===== config.mk =====
export PLATFORM = sky130hd
export DESIGN_NAME = flag_bit_byte_encoder
export DESIGN_NICKNAME = d
export VERILOG_FILES = /design/src/hdl/fbbe_pkg.sv /design/src/hdl/fbbe_pack.sv /design/src/hdl/fbbe_queue.sv /design/src/hdl/flag_bit_byte_encoder.sv
export VERILOG_INCLUDE_DIRS = /design/src /design/src/hdl
export SDC_FILE = /design/constraint.sdc
export NUM_CORES = 1
export LEC_CHECK = 0
export BUFFER_PORTS_ARGS = -buffer_cell sky130_fd_sc_hd__buf_4
export CORE_MARGIN = 5
export CORE_UTILIZATION = 45
export DETAILED_ROUTE_END_ITERATION = 7
export HOLD_SLACK_MARGIN = 0.06
export PLACE_DENSITY = 0.61
export SYNTH_ARGS = -nofsm -noshare
export SYNTH_HDL_FRONTEND = slang
export SYNTH_SLANG_ARGS = --single-unit

===== constraint.sdc =====
create_clock -name clk -period 4.8 [get_ports clk]
set_input_delay 0.48 -clock clk [delete_from_list [all_inputs] [get_ports clk]]
set_output_delay 0.48 -clock clk [all_outputs]
set_load 0.05 [all_outputs]

===== src/hdl/assert_macros.svh =====
// ----------------------------------------------------------------------------
// assert_macros.svh
// Concurrent assertion helpers for the flag-bit byte encoder.
// ----------------------------------------------------------------------------
`ifndef ASSERT_MACROS_SVH
`define ASSERT_MACROS_SVH

`ifndef NO_ASSERTIONS

// Same-cycle implication, checked on every rising clock edge out of reset.
`define FBBE_ASSERT_NOW(lbl, clk, rst_n, ante, cons, msg) \
  lbl: assert property (@(posedge clk) disable iff (!rst_n) (ante) |-> (cons)) \
    else $error(msg);

// Next-cycle implication.
`define FBBE_ASSERT_NEXT(lbl, clk, rst_n, ante, cons, msg) \
  lbl: assert property (@(posedge clk) disable iff (!rst_n) (ante) |=> (cons)) \
    else $error(msg);

`else

`define FBBE_ASSERT_NOW(lbl, clk, rst_n, ante, cons, msg)
`define FBBE_ASSERT_NEXT(lbl, clk, rst_n, ante, cons, msg)

`endif

`endif


===== src/hdl/fbbe_pkg.sv =====
// ----------------------------------------------------------------------------
// fbbe_pkg
// Shared types and constants of the flag-bit byte encoder.
// ----------------------------------------------------------------------------
package fbbe_pkg;

  // Request codes
  localparam logic REQ_DATA = 1'b0;
  localparam logic REQ_END  = 1'b1;

  // Special byte values and their short codes
  localparam logic [7:0] BYTE_ZERO = 8'h00;
  localparam logic [7:0] BYTE_ONES = 8'hFF;
  localparam logic [8:0] CODE_ZERO = 9'h000;  // bits 00
  localparam logic [8:0] CODE_ONES = 9'h001;  // bits 01
  localparam logic [8:0] CODE_TERM = 9'h100;  // 1 then eight zeros
  localparam logic [4:0] LEN_SHORT = 5'd2;
  localparam logic [4:0] LEN_LONG  = 5'd9;

  // Bit window: pending bits plus the longest code fit in two bytes
  localparam int unsigned WIN_W = 16;

  // Result queue
  localparam int unsigned Q_DEPTH = 4;
  localparam int unsigned Q_CNT_W = $clog2(Q_DEPTH + 1);

  typedef struct packed {
    logic [7:0] out_byte;
    logic       end_of_stream;
  } result_t;

  // What one accepted item produces
  typedef struct packed {
    logic [1:0] n_res;
    result_t    res0;
    result_t    res1;
    logic [7:0] acc_nxt;
    logic [2:0] fill_nxt;
  } pack_out_t;

endpackage


===== src/hdl/fbbe_pack.sv =====
// ----------------------------------------------------------------------------
// fbbe_pack
// Combinational bit packer: merges one code word into the pending bits.
// ----------------------------------------------------------------------------
module fbbe_pack import fbbe_pkg::*; (
  input  logic       req_type,
  input  logic [7:0] data_byte,
  input  logic [7:0] acc,
  input  logic [2:0] fill,
  output pack_out_t  po
);

  logic [8:0]       code;
  logic [4:0]       len;
  logic [4:0]       total;
  logic [4:0]       shamt;
  logic [WIN_W-1:0] win;

  always_comb begin
    if (req_type == REQ_END) begin
      code = CODE_TERM;
      len  = LEN_LONG;
    end else if (data_byte == BYTE_ZERO) begin
      code = CODE_ZERO;
      len  = LEN_SHORT;
    end else if (data_byte == BYTE_ONES) begin
      code = CODE_ONES;
      len  = LEN_SHORT;
    end else begin
      code = {1'b1, data_byte};
      len  = LEN_LONG;
    end
  end

  assign total = {2'b00, fill} + len;
  assign shamt = 5'(WIN_W) - total;
  assign win   = {acc, 8'h00} | ({{(WIN_W-9){1'b0}}, code} << shamt);

  always_comb begin
    po.res0.out_byte      = win[15:8];
    po.res0.end_of_stream = 1'b0;
    po.res1.out_byte      = win[7:0];
    po.res1.end_of_stream = (req_type == REQ_END);
    if (req_type == REQ_END || total >= 5'd16) begin
      // Two bytes out, nothing left pending
      po.n_res    = 2'd2;
      po.acc_nxt  = 8'h00;
      po.fill_nxt = 3'd0;
    end else if (total >= 5'd8) begin
      po.n_res    = 2'd1;
      po.acc_nxt  = win[7:0];
      po.fill_nxt = total[2:0];
    end else begin
      po.n_res    = 2'd0;
      po.acc_nxt  = win[15:8];
      po.fill_nxt = total[2:0];
    end
  end

endmodule


===== src/hdl/fbbe_queue.sv =====
// ----------------------------------------------------------------------------
// fbbe_queue
// Shifting result queue: two pushes and one pop per cycle, head at entry 0.
// ----------------------------------------------------------------------------
module fbbe_queue import fbbe_pkg::*; (
  input  logic               clk,
  input  logic               rst_n,
  input  logic [1:0]         push_cnt,
  input  result_t            push0,
  input  result_t            push1,
  input  logic               pop,
  output result_t            head,
  output logic [Q_CNT_W-1:0] count
);

  result_t            q_r   [Q_DEPTH];
  result_t            q_nxt [Q_DEPTH];
  logic [Q_CNT_W-1:0] cnt_r;
  logic [Q_CNT_W-1:0] cnt_nxt;
  logic [Q_CNT_W-1:0] base;

  assign base = cnt_r - Q_CNT_W'(pop);

  always_comb begin
    for (int i = 0; i < Q_DEPTH; i++) begin
      // Shift down on pop, then drop new items behind the survivors
      if (pop && i < Q_DEPTH - 1) begin
        q_nxt[i] = q_r[i+1];
      end else begin
        q_nxt[i] = q_r[i];
      end
      if (push_cnt != 2'd0 && Q_CNT_W'(i) == base) begin
        q_nxt[i] = push0;
      end
      if (push_cnt == 2'd2 && Q_CNT_W'(i) == base + Q_CNT_W'(1)) begin
        q_nxt[i] = push1;
      end
    end
    cnt_nxt = base + Q_CNT_W'(push_cnt);
  end

  always_ff @(posedge clk) begin
    for (int i = 0; i < Q_DEPTH; i++) begin
      q_r[i] <= q_nxt[i];
    end
    if (!rst_n) begin
      cnt_r <= '0;
    end else begin
      cnt_r <= cnt_nxt;
    end
  end

  assign head  = q_r[0];
  assign count = cnt_r;

endmodule


===== src/hdl/flag_bit_byte_encoder.sv =====
// ----------------------------------------------------------------------------
// flag_bit_byte_encoder
// Packs a byte stream into a flag-bit coded bitstream, MSB first.
// ----------------------------------------------------------------------------
// Usage:
//   Input channel (in_valid/in_ready): one item is a request. req_type 0
//   carries a data byte: 0x00 codes as bits 00, 0xFF as 01, anything else as
//   a 1 and its eight bits. req_type 1 ends the stream: the terminator (1 and
//   eight zeros) is appended, the partial byte is padded with zeros and the
//   last byte leaves with end_of_stream set; the packer then starts empty.
//   Result channel (out_valid/out_ready): one packed byte per transfer.
//   Accepted items write their bytes into the registered result queue, and
//   out_out_byte shows its head. Throughput: an item yields up to two bytes
//   and the result side drains one byte per cycle while out_ready is high,
//   so a run of two-byte items is throttled by in_ready; items yielding one
//   or no byte go at one per cycle while out_ready is high. The four-entry
//   result queue sets this: in_ready is high while at most two are taken.
//   Stall: a low out_ready holds the head byte; the queue fills and in_ready
//   drops until room for two bytes is back.
//   Reset: rst_n (synchronous, active low) empties the queue and clears the
//   pending bits.
// ----------------------------------------------------------------------------
`include "assert_macros.svh"

module flag_bit_byte_encoder import fbbe_pkg::*; (
  input  logic       clk,
  input  logic       rst_n,
  input  logic       in_valid,
  output logic       in_ready,
  input  logic       in_req_type,
  input  logic [7:0] in_data_byte,
  output logic       out_valid,
  input  logic       out_ready,
  output logic [7:0] out_out_byte,
  output logic       out_end_of_stream
);

  logic [7:0]         acc_r;
  logic [7:0]         acc_nxt;
  logic [2:0]         fill_r;
  logic [2:0]         fill_nxt;
  pack_out_t          po;
  result_t            head;
  logic [Q_CNT_W-1:0] q_count;
  logic               in_fire;
  logic               out_fire;

  // Accept only when the queue can take two more bytes
  assign in_ready = (q_count <= Q_CNT_W'(Q_DEPTH - 2));
  assign in_fire  = in_valid & in_ready;
  assign out_valid = (q_count != '0);
  assign out_fire  = out_valid & out_ready;

  fbbe_pack u_pack (
    .req_type  (in_req_type),
    .data_byte (in_data_byte),
    .acc       (acc_r),
    .fill      (fill_r),
    .po        (po)
  );

  fbbe_queue u_queue (
    .clk      (clk),
    .rst_n    (rst_n),
    .push_cnt (in_fire ? po.n_res : 2'd0),
    .push0    (po.res0),
    .push1    (po.res1),
    .pop      (out_fire),
    .head     (head),
    .count    (q_count)
  );

  // Advance the pending bits on every accepted item
  always_comb begin
    acc_nxt  = acc_r;
    fill_nxt = fill_r;
    if (in_fire) begin
      acc_nxt  = po.acc_nxt;
      fill_nxt = po.fill_nxt;
    end
  end

  always_ff @(posedge clk) begin
    if (!rst_n) begin
      acc_r  <= 8'h00;
      fill_r <= 3'd0;
    end else begin
      acc_r  <= acc_nxt;
      fill_r <= fill_nxt;
    end
  end

  assign out_out_byte      = head.out_byte;
  assign out_end_of_stream = head.end_of_stream;

  // Checks
  `FBBE_ASSERT_NOW(a_room_on_accept, clk, rst_n, in_fire, q_count <= Q_CNT_W'(Q_DEPTH - 2), "item accepted without room for two bytes")
  `FBBE_ASSERT_NEXT(a_end_queues_two, clk, rst_n, in_fire && in_req_type == REQ_END, q_count >= Q_CNT_W'(2), "end of stream did not queue two bytes")
  `FBBE_ASSERT_NEXT(a_end_clears, clk, rst_n, in_fire && in_req_type == REQ_END, acc_r == 8'h00 && fill_r == 3'd0, "pending bits not cleared after end of stream")
  `FBBE_ASSERT_NOW(a_queue_bound, clk, rst_n, out_valid, q_count <= Q_CNT_W'(Q_DEPTH), "result queue overflow")

endmodule


Word level (Yosys, flattened, before mapping)
Memory sizes are Yosys's and may differ from the RTL's.
Cells that the tools add are included.

word-level totals
  bits in registers = 14
  bits in writable memories = 36
  output and inout port bits = 11
  logic and storage cells = 60
  memories kept = 1

operators by class
  add/subtract/negate cells = 5
  magnitude comparators = 3
  eq/ne operators = 8
  shift-type cells = 1
  muxes and demuxes = 22
  bitwise operators = 3
  reductions and logical operators = 14

memory list
  name         words  bits a word  read ports  clocked after memory_dff  write ports  RTL line          RTL
  u_queue.q_r  4      9            4           0                         4            fbbe_queue.sv:16  result_t q_r [Q_DEPTH];

operator list
  kind                                                                                  number
  9-bit two-way mux                                                                     14
  11-bit two-way mux                                                                    2
  16-bit OR                                                                             1
  9-bit by 5-bit left shift with 16-bit output                                          1
  2-bit by 3-bit equality test with 1-bit output (first input constant)                 4
  5-bit two-way mux                                                                     2
  8-bit equality test (second input constant)                                           1
  1-bit logical AND                                                                     8
  8-bit logical NOT                                                                     1
  1-bit by 3-bit equality test with 1-bit output (first input constant)                 2
  3-bit logical NOT                                                                     2
  3-bit by 5-bit adder with 5-bit output                                                1
  5-bit by 4-bit greater-or-equal comparator with 1-bit output (second input constant)  1
  5-bit greater-or-equal comparator (second input constant)                             1
  5-bit subtractor (first input constant)                                               1
  2-bit two-way mux                                                                     2
  4-bit two-way mux                                                                     1
  3-bit by 1-bit adder with 3-bit output (second input constant)                        1
  3-bit by 2-bit adder with 3-bit output                                                1
  3-bit by 2-bit less-or-equal comparator with 1-bit output (second input constant)     1
  3-bit nonzero test                                                                    1
  3-bit by 1-bit subtractor with 3-bit output                                           1
  1-bit AND                                                                             2
  2-bit equality test (second input constant)                                           1
  3 further kinds                                                                       3

Logic depth before layout (Yosys ltp)
Gate-level depths: netlist of run 1.

  depth in word-level cells = 13
  mapped depth = 20

Modules after synthesis
Synthesis of run 1 repeated with hierarchy kept, for this count alone.

second synthesis, totals
  cell total of the unflattened synthesis = 448
  area, all modules = 4107.7 um^2

modules (own cells, without submodules)
  module                 times used  cells an instance  area each (um^2)
  fbbe_queue             1           229                2437.3
  fbbe_pack              1           166                1186.1
  flag_bit_byte_encoder  1           53                 484.2

Worst setup path after synthesis of run 1
No wires, ideal clock.

  path kind = input -> register
  start = input port in_data_byte[5]
  end = memory u_queue.q_r[0][0] (netlist name) (enable)
  library setup time = 0.314 ns
  data arrival time = 4.110 ns
  data required time = 4.486 ns
  slack = 0.377 ns
  stages = 15
  buffers on the path = 0
  cells stage by stage = or4_1 nor2_4 o21ai_4 ha_1 inv_1 fa_1 ha_1 nor2b_1 ha_1 nor2_1 nand3_1 nor2_1 mux2i_4 a41oi_2 nand2_1

RTL lines
  item             RTL line                     RTL
  start, declared  flag_bit_byte_encoder.sv:31  input logic [7:0] in_data_byte,
  end, declared    fbbe_queue.sv:16

==> results of run 1 <==
layout make-up:
class	instances	area (sq um)
sequential	50	1360
clock buffer	5	68.8
timing repair buffer	41	308
inverter	15	56.3
clock inverter	3	26.3
multi-input combinational	277	1990
fill	718	3670
tap	102	128
sequential cells by signal, summed over array words and instances (netlist names):
signal         flops
u_queue.q_r       36
u_queue.count      3
acc_r              8
fill_r             3
metrics by stage:
step / hold slack, ps / instance area (sq um)
finish: 499 / 3940
global route: 504 / 3940
CTS: 506 / 3940
detailed placement: 499 / 3850
global placement: 485 / 3850
floorplan: 475 / 3480
worst paths after layout:
path                                      start           endpoint  slack [ps]  cells after the start
worst min-delay path                      rst_n          fill_r[1]         500                      2
worst min register to register         acc_r[6]           acc_r[6]         520                      2
worst max-delay path            in_data_byte[5]  u_queue.q_r[0][3]         430                     16
worst max register to register        fill_r[0]  u_queue.q_r[0][3]        1220                     13
report_power, final:
part / total [mW] / leakage (nW) / internal [mW] / switching (mW)
Clock: 0.266 / 0.0491 / 0.108 / 0.158
Sequential: 0.762 / 0.456 / 0.715 / 0.0466
Combinational: 1.12 / 0.926 / 0.379 / 0.745
Total: 2.15 / 1.43 / 1.20 / 0.949
routing by layer:
metal,routed length [microns],vias up,track usage [%]
li1,-,1460,-
met1,4490,1495,27.8
met2,4020,73,28.6
met3,305,15,2.36
met4,138,0,5.22
met5,0,-,0
worst max-delay path, delay by kind of cell:
family                     cells  cell delay [ps]
buffers and inverters          2              200
AOI/OAI and AO/OA              2              410
adders and majority gates      4             1140
muxes                          1              160
and+or+nand+nor                7             1960
layout by cell type, fill, tap and decap left out, types with 9 or more instances in the layout:
cell	instances
sky130_fd_sc_hd__ha_1	9
sky130_fd_sc_hd__mux2i_1	13
sky130_fd_sc_hd__buf_4	41
sky130_fd_sc_hd__dfxtp_1	14
sky130_fd_sc_hd__o221ai_1	19
sky130_fd_sc_hd__nor2_1	16
sky130_fd_sc_hd__inv_1	13
sky130_fd_sc_hd__a21oi_1	11
sky130_fd_sc_hd__edfxtp_1	36
sky130_fd_sc_hd__nand4_1	10
sky130_fd_sc_hd__nand2_1	50
sky130_fd_sc_hd__nand3_1	11
sky130_fd_sc_hd__o21ai_0	16
cells by family (layout without fill, tap and decap cells):
family                   count (synthesis)  after routing
buffers and inverters                   30             64
flip-flops                              50             50
AO/OA/AOI/OAI                          103            103
adder cells (fa/ha/maj)                 11             11
multiplexers                            17             17
AND/OR/NAND/NOR                        138            138
XOR/XNOR                                 8              8
==> reports/qor.csv, run 1 <==
metric,value,unit
effective utilization at floorplan,45.7,%
TritonCTS Buffers,5,
headroom to the max-slew limit,61.4,%
average footprint of a synthesized cell,9.74,sq um
initial drt markers,219,
arrival time worst endpoint,4360,ps
Post-synth top flop,sky130_fd_sc_hd__edfxtp_1,
sum of routed wire length over all layers,8960,microns
pin slew with the least headroom to its limit,573,ps
Routed WL per cell,18.2,microns
Routability Congestion,0.867,
most used standard cell by instance count after synthesis,sky130_fd_sc_hd__nand2_1,
portion of netlist area occupied by mux cells,5.36,%
remaining routing DRC violations,0,
"EDFF count, synth",36,
number of diodes,0,
standby leakage power,1.43,nW
layout-stage area growth over the synthesis result,13.4,%
start-to-end type of the worst setup path,input port to flop,
final cycle utilization of the critical path,91.0,%
kind of launch point of the worst setup path,input port,
Post-Route Skew,9.42,ps
Mapped Nets,381,
overall routing resource usage,18.7,%
iteration count of the initial detailed-routing pass,5,
dominant cell type by area after synthesis,sky130_fd_sc_hd__edfxtp_1,
complex-gate fraction of the synthesized area,24.4,%
share of async-settable or async-resettable flops after synthesis,0,%
setup tns final,0,ps
peak supply drop,0.324,mV
Core Region,7610,sq um
register bit total from synthesis,50,
critical path's most frequent cell,sky130_fd_sc_hd__ha_1,
final core utilization,51.8,%
count of final setup violators,0,
cts hold-fix bufs,0,
antenna violations before repair,0,
post-CTS setup-driven buffer insertion count,0,
post-synthesis instance area,3480,sq um
gate count of the mapped netlist,357,
post-route insts no fill,493,
total number of yosys warnings,0,
remaining global-route overflow,0,
number of port buffers,23,
number of global-route vias before repair,2935,
"post-synthesis share of cell area spent on and, or, nand and nor gates",20.3,%
cells resized by post-CTS repair,0,
via count of the routed design,3043,
kind of path behind the tightest hold check,input port to flop,
level count of the clock H-tree,2,
antenna-violating nets left,0,
Row Count,32,
ranking of synthesized cells by area,"sky130_fd_sc_hd__edfxtp_1 (31%), sky130_fd_sc_hd__dfxtp_1 (8.1%), sky130_fd_sc_hd__nand2_1 (5.4%), sky130_fd_sc_hd__o221ai_1 (4.8%), sky130_fd_sc_hd__mux2i_1 (3.7%)",
worst path setup slack after routing,430,ps
fraction of post-synthesis cell area in the top cell type by area,31.1,%
data required time of the critical path,4790,ps
DIE AREA,9580,sq um
clock network latency to the later pin of the worst-skew pair,310,ps
CP max-delay cell,sky130_fd_sc_hd__or4_1,
Final Hold Fails,0,
max-capacitance violation count,0,
pin count of the biggest net entering global routing,19,
unrepaired setup endpoints after global routing,no,
Place WS,90.0,ps
sequential element share of the synthesized area,39.2,%
NumNets Final,414,
cell total after placement,485,
number of pins exceeding their max-slew limit in the final report,0,
detail-routed via count per cell,6.17,
area share of fa/ha/maj cells after synthesis,4.39,%
element type at the critical path end,flop,
share of the synthesized netlist area taken by xor and xnor gates,2.84,%
clock tree from TritonCTS,done,
wire length of the first global-routing pass,14900,microns
largest buffer count on any clock path,2,
biggest fanout along the worst timing path,9,
Sink Count,50,
die width,97.9,microns
ratio of cells with drive above 1 in the final layout,19.9,%
clock tree root buffer cell,sky130_fd_sc_hd__clkbuf_8,
half-perimeter wire length after placement,6870,microns
final worst path period need,4370,ps
Synth cell types,72,
top-level port count,24,
outcome,"complete, no violations",
delay of the slowest cell on the worst path,570,ps
cell breakdown of the critical path,"buf_4, or4_1, nor2_4, o21ai_4, ha_1, inv_1, fa_1, ha_1, nor2b_1, ha_1, nor2_1, nand3_1, nor2_1, mux2i_4, a41oi_2, nand2_1",
clock slew at the register clock pins of the worst setup and hold paths,100,ps
Power Dens Cells,546,nW/um^2
Achievable Freq,229,MHz
top cells by instance count after synthesis,"sky130_fd_sc_hd__nand2_1 (50), sky130_fd_sc_hd__edfxtp_1 (36), sky130_fd_sc_hd__o221ai_1 (19), sky130_fd_sc_hd__nor2_1 (16), sky130_fd_sc_hd__o21ai_0 (16)",
die height,97.9,microns
Overall Power,2.15,mW
dominant combinational cell family by area after synthesis,compound AO/OA/AOI/OAI gates,
Note: power is estimated with default switching activity, not from simulation.
==> run 2, diff against run 1 <==
--- a/config.mk
+++ b/config.mk
@@ -13,3 +13,4 @@
 export HOLD_SLACK_MARGIN = 0.06
-export PLACE_DENSITY = 0.61
+export PLACE_DENSITY = 0.64
+export SLEW_MARGIN = 25
 export SYNTH_ARGS = -nofsm -noshare
==> constraint.sdc (replaced) <==
create_clock -name clk -period 3.8 [get_ports clk]
set_input_delay 0.19 -clock clk [delete_from_list [all_inputs] [get_ports clk]]
set_output_delay 0.19 -clock clk [all_outputs]
set_load 0.05 [all_outputs]
==> reports/qor.csv, run 2 (same netlist as run 1, synthesis figures left out) <==
metric,value,unit,change
pin slew with the least headroom to its limit,448,ps,-125 ps
largest buffer count on any clock path,2,,unchanged
antenna-violating nets left,0,,unchanged
count of final setup violators,0,,unchanged
initial drt markers,286,,+31%
Power Dens Cells,654,nW/um^2,+20%
sum of routed wire length over all layers,9720,microns,+8.5%
headroom to the max-slew limit,69.7,%,+8.3 points
delay of the slowest cell on the worst path,590,ps,+20 ps
FILL cells,703,,-2.1%
unrepaired setup endpoints after global routing,no,,
clock tree root buffer cell,sky130_fd_sc_hd__clkbuf_8,,
NumNets Final,464,,+12%
kind of launch point of the worst setup path,input port,,
Final Hold Fails,0,,unchanged
family with the most delay on the worst path,simple AND/OR/NAND/NOR gates,,
most used cells in the layout excluding fill and tap cells,"sky130_fd_sc_hd__buf_4 (90), sky130_fd_sc_hd__nand2_1 (47), sky130_fd_sc_hd__edfxtp_1 (36)",,
number of diodes,0,,unchanged
via count of the routed design,3233,,+6.2%
ratio of cells with drive above 1 in the final layout,31.5,%,+12 points
die height,97.9,microns,unchanged
critical path's most frequent cell,sky130_fd_sc_hd__buf_4,,
Row Count,32,,unchanged
wire length of the first global-routing pass,16100,microns,+8.3%
final cycle utilization of the critical path,95.2,%,
biggest fanout along the worst timing path,9,,unchanged
remaining global-route overflow,0,,unchanged
cell total after placement,532,,+9.7%
element type at the critical path end,flop,,
Placement Cell Area,4330,sq um,+12%
Core Region,7610,sq um,unchanged
clock slew at the register clock pins of the worst setup and hold paths,100,ps,about the same
layout-stage area growth over the synthesis result,27.7,%,
post-route insts no fill,543,,+10%
final worst path period need,3620,ps,
Sink Count,50,,unchanged
iteration count of the initial detailed-routing pass,4,,-1
start-to-end type of the worst setup path,input port to flop,,
clock network latency to the later pin of the worst-skew pair,300,ps,about the same
number of flip-flops under the largest register name,36,,unchanged
TritonCTS Buffers,5,,unchanged
arrival time worst endpoint,3640,ps,-720 ps
number of global-route vias before repair,3246,,+11%
data required time of the critical path,3830,ps,-960 ps
pin count of the biggest net entering global routing,17,,-2
DIE AREA,9580,sq um,unchanged
overall routing resource usage,20.1,%,+1.4 points
clock tree from TritonCTS,done,,
CP max-delay cell,sky130_fd_sc_hd__fa_2,,
half-perimeter wire length after placement,7540,microns,+9.7%
minimum hold slack,231,ps,-267 ps
outcome,"complete, no violations",,
antenna violations before repair,0,,unchanged
number of port buffers,23,,unchanged
CP bufs+invs,2,,unchanged
number of pins exceeding their max-slew limit in the final report,0,,unchanged
setup tns final,0,ps,unchanged
Routed WL per cell,17.9,microns,-1.5%
die width,97.9,microns,unchanged
detail-routed via count per cell,5.95,,-3.5%
level count of the clock H-tree,2,,unchanged
Routability Congestion,0.981,,+13%
Achievable Freq,276,MHz,
remaining routing DRC violations,0,,unchanged
standby leakage power,1.69,nW,+18%
kind of path behind the tightest hold check,input port to flop,,
max-capacitance violation count,0,,unchanged
"most common cell after layout, fill and taps aside",sky130_fd_sc_hd__buf_4,,
Largest Register,u_queue.q_r,,
cell breakdown of the critical path,"buf_4, or4_1, nor2_4, o21ai_4, buf_4, fa_2, ha_2, nor2b_1, ha_1, nor2_2, and4_1, mux2i_4, a41oi_4, a22oi_1, o21ai_0",,
top-level port count,24,,unchanged
peak supply drop,0.336,mV,+3.8%
area of all placed cells without fillers,4440,sq um,+13%
Post-Route Skew,11.4,ps,+2.01 ps
effective utilization at floorplan,45.7,%,unchanged
Top Registers,"u_queue.q_r (36), acc_r (8)",,
==> run 2: changes by cell type in the layout (fill, tap and decap cells not counted), moves of 2 or more <==
cell,change
sky130_fd_sc_hd__ha_1,-2
sky130_fd_sc_hd__a41oi_4,+3
sky130_fd_sc_hd__nand2_1,-3
sky130_fd_sc_hd__a41oi_2,-3
sky130_fd_sc_hd__buf_4,+49
sky130_fd_sc_hd__nor2_1,-2
sky130_fd_sc_hd__nand2_4,+3
sky130_fd_sc_hd__clkinv_2,+2
==> run 2: through the flow <==
step	util, %	power (mW)	setup slack (ps)
floorplan	-	2.05	-14.6
global placement	56.9	2.54	-189
detailed placement	56.9	2.57	-228
CTS	58.0	2.89	79.0
global route	58.4	3.08	40.3
finish	58.4	2.90	182
==> run 2: final timing paths <==
path	cells past startpoint	slack, ps	end	startpoint
max	15	180	u_queue.q_r[0][1]	in_data_byte[1]
min	2	230	fill_r[1]	rst_n
max reg2reg	12	520	u_queue.q_r[2][1]	u_queue.count[2]
min reg2reg	2	520	acc_r[5]	acc_r[5]
==> run 2: area by class of cell <==
cell class	instances	area, sq um	share of cell area (%)
repair buffers	91	696	15.7
multi-input cells	277	2110	47.6
well taps	102	128	2.87
flip-flops and latches	50	1360	30.7
clock inverters	2	13.8	0.310
inverters	15	57.6	1.30
clock buffers	6	72.6	1.63
==> run 2: timing repair <==
action | CTS | global route
hold buffers | 0 | 0
setup endpoints to repair | 0 | 26
buffers inserted | 0 | 3
gates resized for setup | 0 | 2
==> run 2: layer usage <==
metal | routed length (microns) | vias up | global-route usage, % | share of wire (%)
met1 | 4600 | 1588 | 28.2 | 47
met2 | 4560 | 76 | 32.9 | 47
met3 | 432 | 12 | 3.14 | 4.4
met4 | 125 | 0 | 4.47 | 1.3
li1 | - | 1557 | - | -
met5 | 0 | - | 0 | 0
==> run 2: power by group <==
group	internal [mW]	switching, mW	total (mW)
Clock	0.132	0.186	0.318
Combinational	0.599	1.03	1.62
Sequential	0.901	0.0592	0.961
Total	1.63	1.27	2.90
==> run 3, diff against run 2 <==
Settings changed: CORE_ASPECT_RATIO from default to 1.25, MAX_ROUTING_LAYER from default to met4, PLACE_DENSITY 0.64 to 0.61.
Clock period 3.8 ns to 4.19 ns, I/O delays scaled along.
==> reports/qor.csv, run 3 (same netlist as run 1, synthesis figures left out) <==
metric,value,unit,change
outcome,"complete, no violations",,
count of final setup violators,0,,unchanged
Top Registers,"u_queue.q_r (36), acc_r (8)",,
overall routing resource usage,20.2,%,+0.072 points
effective utilization at floorplan,46.7,%,+1.0 points
half-perimeter wire length after placement,7030,microns,-6.8%
Post-Route Skew,9.48,ps,-1.94 ps
layout-stage area growth over the synthesis result,15.1,%,
top-level port count,24,,unchanged
final cycle utilization of the critical path,92.5,%,
kind of launch point of the worst setup path,input port,,
cell count of the worst hold path,3,,+1
level count of the clock H-tree,2,,unchanged
cts hold-fix bufs,0,,unchanged
worst hold start,rst_n,,
Sink Count,50,,unchanged
startpoint of the lowest-slack register-to-register path,u_queue.count[2],,
standby leakage power,1.47,nW,-13%
iteration count of the initial detailed-routing pass,4,,unchanged
remaining global-route overflow,0,,unchanged
most used cells in the layout excluding fill and tap cells,"sky130_fd_sc_hd__buf_4 (51), sky130_fd_sc_hd__nand2_1 (50), sky130_fd_sc_hd__edfxtp_1 (36)",,
Core Region,7440,sq um,-2.1%
Worst setup startpoint,in_data_byte[5],,
setup tns final,0,ps,unchanged
unrepaired setup endpoints after global routing,no,,
element type at the critical path end,flop,,
clock tree root buffer cell,sky130_fd_sc_hd__clkbuf_8,,
Worst R2R Setup Slack,810,ps,+290 ps
arrival time worst endpoint,3850,ps,+210 ps
pin slew with the least headroom to its limit,628,ps,+180 ps
Routed WL per cell,18.1,microns,+0.95%
number of global-route vias before repair,3032,,-6.6%
max-capacitance violation count,0,,unchanged
wire length of the first global-routing pass,15000,microns,-7.1%
biggest fanout along the worst timing path,9,,unchanged
final worst path period need,3880,ps,
data required time of the critical path,4160,ps,+330 ps
kind of path behind the tightest hold check,input port to flop,,
remaining routing DRC violations,0,,unchanged
DIE AREA,9600,sq um,+0.12%
ratio of cells with drive above 1 in the final layout,21.9,%,-9.6 points
NumNets Final,424,,-8.6%
detail-routed via count per cell,6.10,,+2.5%
sum of routed wire length over all layers,8910,microns,-8.3%
worst reg2reg endpoint,u_queue.q_r[1][1],,
number of diodes,0,,unchanged
initial drt markers,147,,-49%
start-to-end type of the worst setup path,input port to flop,,
die height,108,microns,+11%
Power Dens Cells,615,nW/um^2,-5.9%
pin count of the biggest net entering global routing,19,,+2
die width,88.6,microns,-9.5%
Final Hold Fails,0,,unchanged
Largest Register,u_queue.q_r,,
Achievable Freq,258,MHz,
headroom to the max-slew limit,57.7,%,-12 points
via count of the routed design,3008,,-7.0%
number of port buffers,23,,unchanged
peak supply drop,0.438,mV,+31%
clock network latency to the later pin of the worst-skew pair,310,ps,about the same
FILL cells,702,,-0.14%
clock slew at the register clock pins of the worst setup and hold paths,100,ps,about the same
Routability Congestion,0.968,,-1.3%
TritonCTS Buffers,5,,unchanged
antenna violations before repair,0,,unchanged
antenna-violating nets left,0,,unchanged
number of cells on the worst reg-to-reg path,13,,+1
post-CTS setup-driven buffer insertion count,0,,unchanged
number of flip-flops under the largest register name,36,,unchanged
largest buffer count on any clock path,2,,unchanged
Worst setup endpoint,u_queue.q_r[1][3],,
clock tree from TritonCTS,done,,
cells resized by post-CTS repair,0,,unchanged
number of pins exceeding their max-slew limit in the final report,0,,unchanged
"most common cell after layout, fill and taps aside",sky130_fd_sc_hd__buf_4,,
Row Count,35,,+9.4%
final core utilization,53.7,%,-4.6 points
-- run 3: cell types whose count changed in the layout (fill, tap and decap cells not counted), moves of 2 or more --
cell,delta
sky130_fd_sc_hd__a41oi_2,+3
sky130_fd_sc_hd__a41oi_4,-3
sky130_fd_sc_hd__buf_4,-39
sky130_fd_sc_hd__clkinv_2,-2
sky130_fd_sc_hd__clkinvlp_4,+2
sky130_fd_sc_hd__ha_1,+2
sky130_fd_sc_hd__nand2_1,+3
sky130_fd_sc_hd__nand2_4,-3
sky130_fd_sc_hd__nor2_1,+2
-- run 3: final cells by class --
cell class | instances | area, sq um | share of cell area [%]
Clock buffer | 5 | 68.8 | 1.72
Clock inverter | 3 | 23.8 | 0.594
Inverter | 15 | 56.3 | 1.41
Multi-Input combinational cell | 277 | 1990 | 49.8
Sequential cell | 50 | 1360 | 34.0
Tap cell | 92 | 115 | 2.88
Timing Repair Buffer | 51 | 383 | 9.57
-- run 3: power by group --
| part | internal [mW] | leakage, nW | switching (mW) |
|---|---|---|---|
| clock | 0.120 | 0.0408 | 0.179 |
| sequential | 0.819 | 0.456 | 0.0527 |
| combinational | 0.446 | 0.974 | 0.844 |
| total | 1.39 | 1.47 | 1.08 |
-- run 3: per-stage QoR --
step | cells | hold slack [ps] | worst slack, ps | total power, mW | instance area, sq um
finish | 493 | 252 | 313 | 2.46 | 4000
global route | 493 | 251 | 49.5 | 2.62 | 4000
CTS | 493 | 243 | 300 | 2.47 | 4000
detailed placement | 485 | 509 | -45.5 | 2.17 | 3910
global placement | 485 | 485 | 52.5 | 2.15 | 3910
floorplan | 357 | 408 | 37.0 | 1.79 | 3480
-- run 3: routing by layer --
layer	vias to the layer above	share of wire [%]	global-route usage, %
met5	-	0	-
li1	1475	-	-
met1	1444	42	23.2
met3	21	3.3	2.90
met2	68	52	35.2
met4	0	2.8	7.56
-- run 3: critical path, stage by stage --
cell and delay, ps:
sky130_fd_sc_hd__buf_4 120, sky130_fd_sc_hd__or4_1 580, sky130_fd_sc_hd__nor2_4 180, sky130_fd_sc_hd__o21ai_4 80
sky130_fd_sc_hd__ha_1 230, sky130_fd_sc_hd__inv_1 80, sky130_fd_sc_hd__fa_1 470, sky130_fd_sc_hd__ha_1 250
sky130_fd_sc_hd__nor2b_1 140, sky130_fd_sc_hd__ha_1 170, sky130_fd_sc_hd__nor2_1 250, sky130_fd_sc_hd__nand3_1 150
sky130_fd_sc_hd__nor2_1 240, sky130_fd_sc_hd__mux2i_4 170, sky130_fd_sc_hd__a41oi_2 220, sky130_fd_sc_hd__nand2_1 300
-- run 3: how the worst min path moves through the flow --
stage,end,slack (ps)
6_report,acc_r[4],250
5_1_grt,fill_r[1],250
4_1_cts,acc_r[4],240
3_5_place_dp,acc_r[5],510
3_3_place_gp,acc_r[0],490
2_1_floorplan,u_queue.q_r[3][0],410
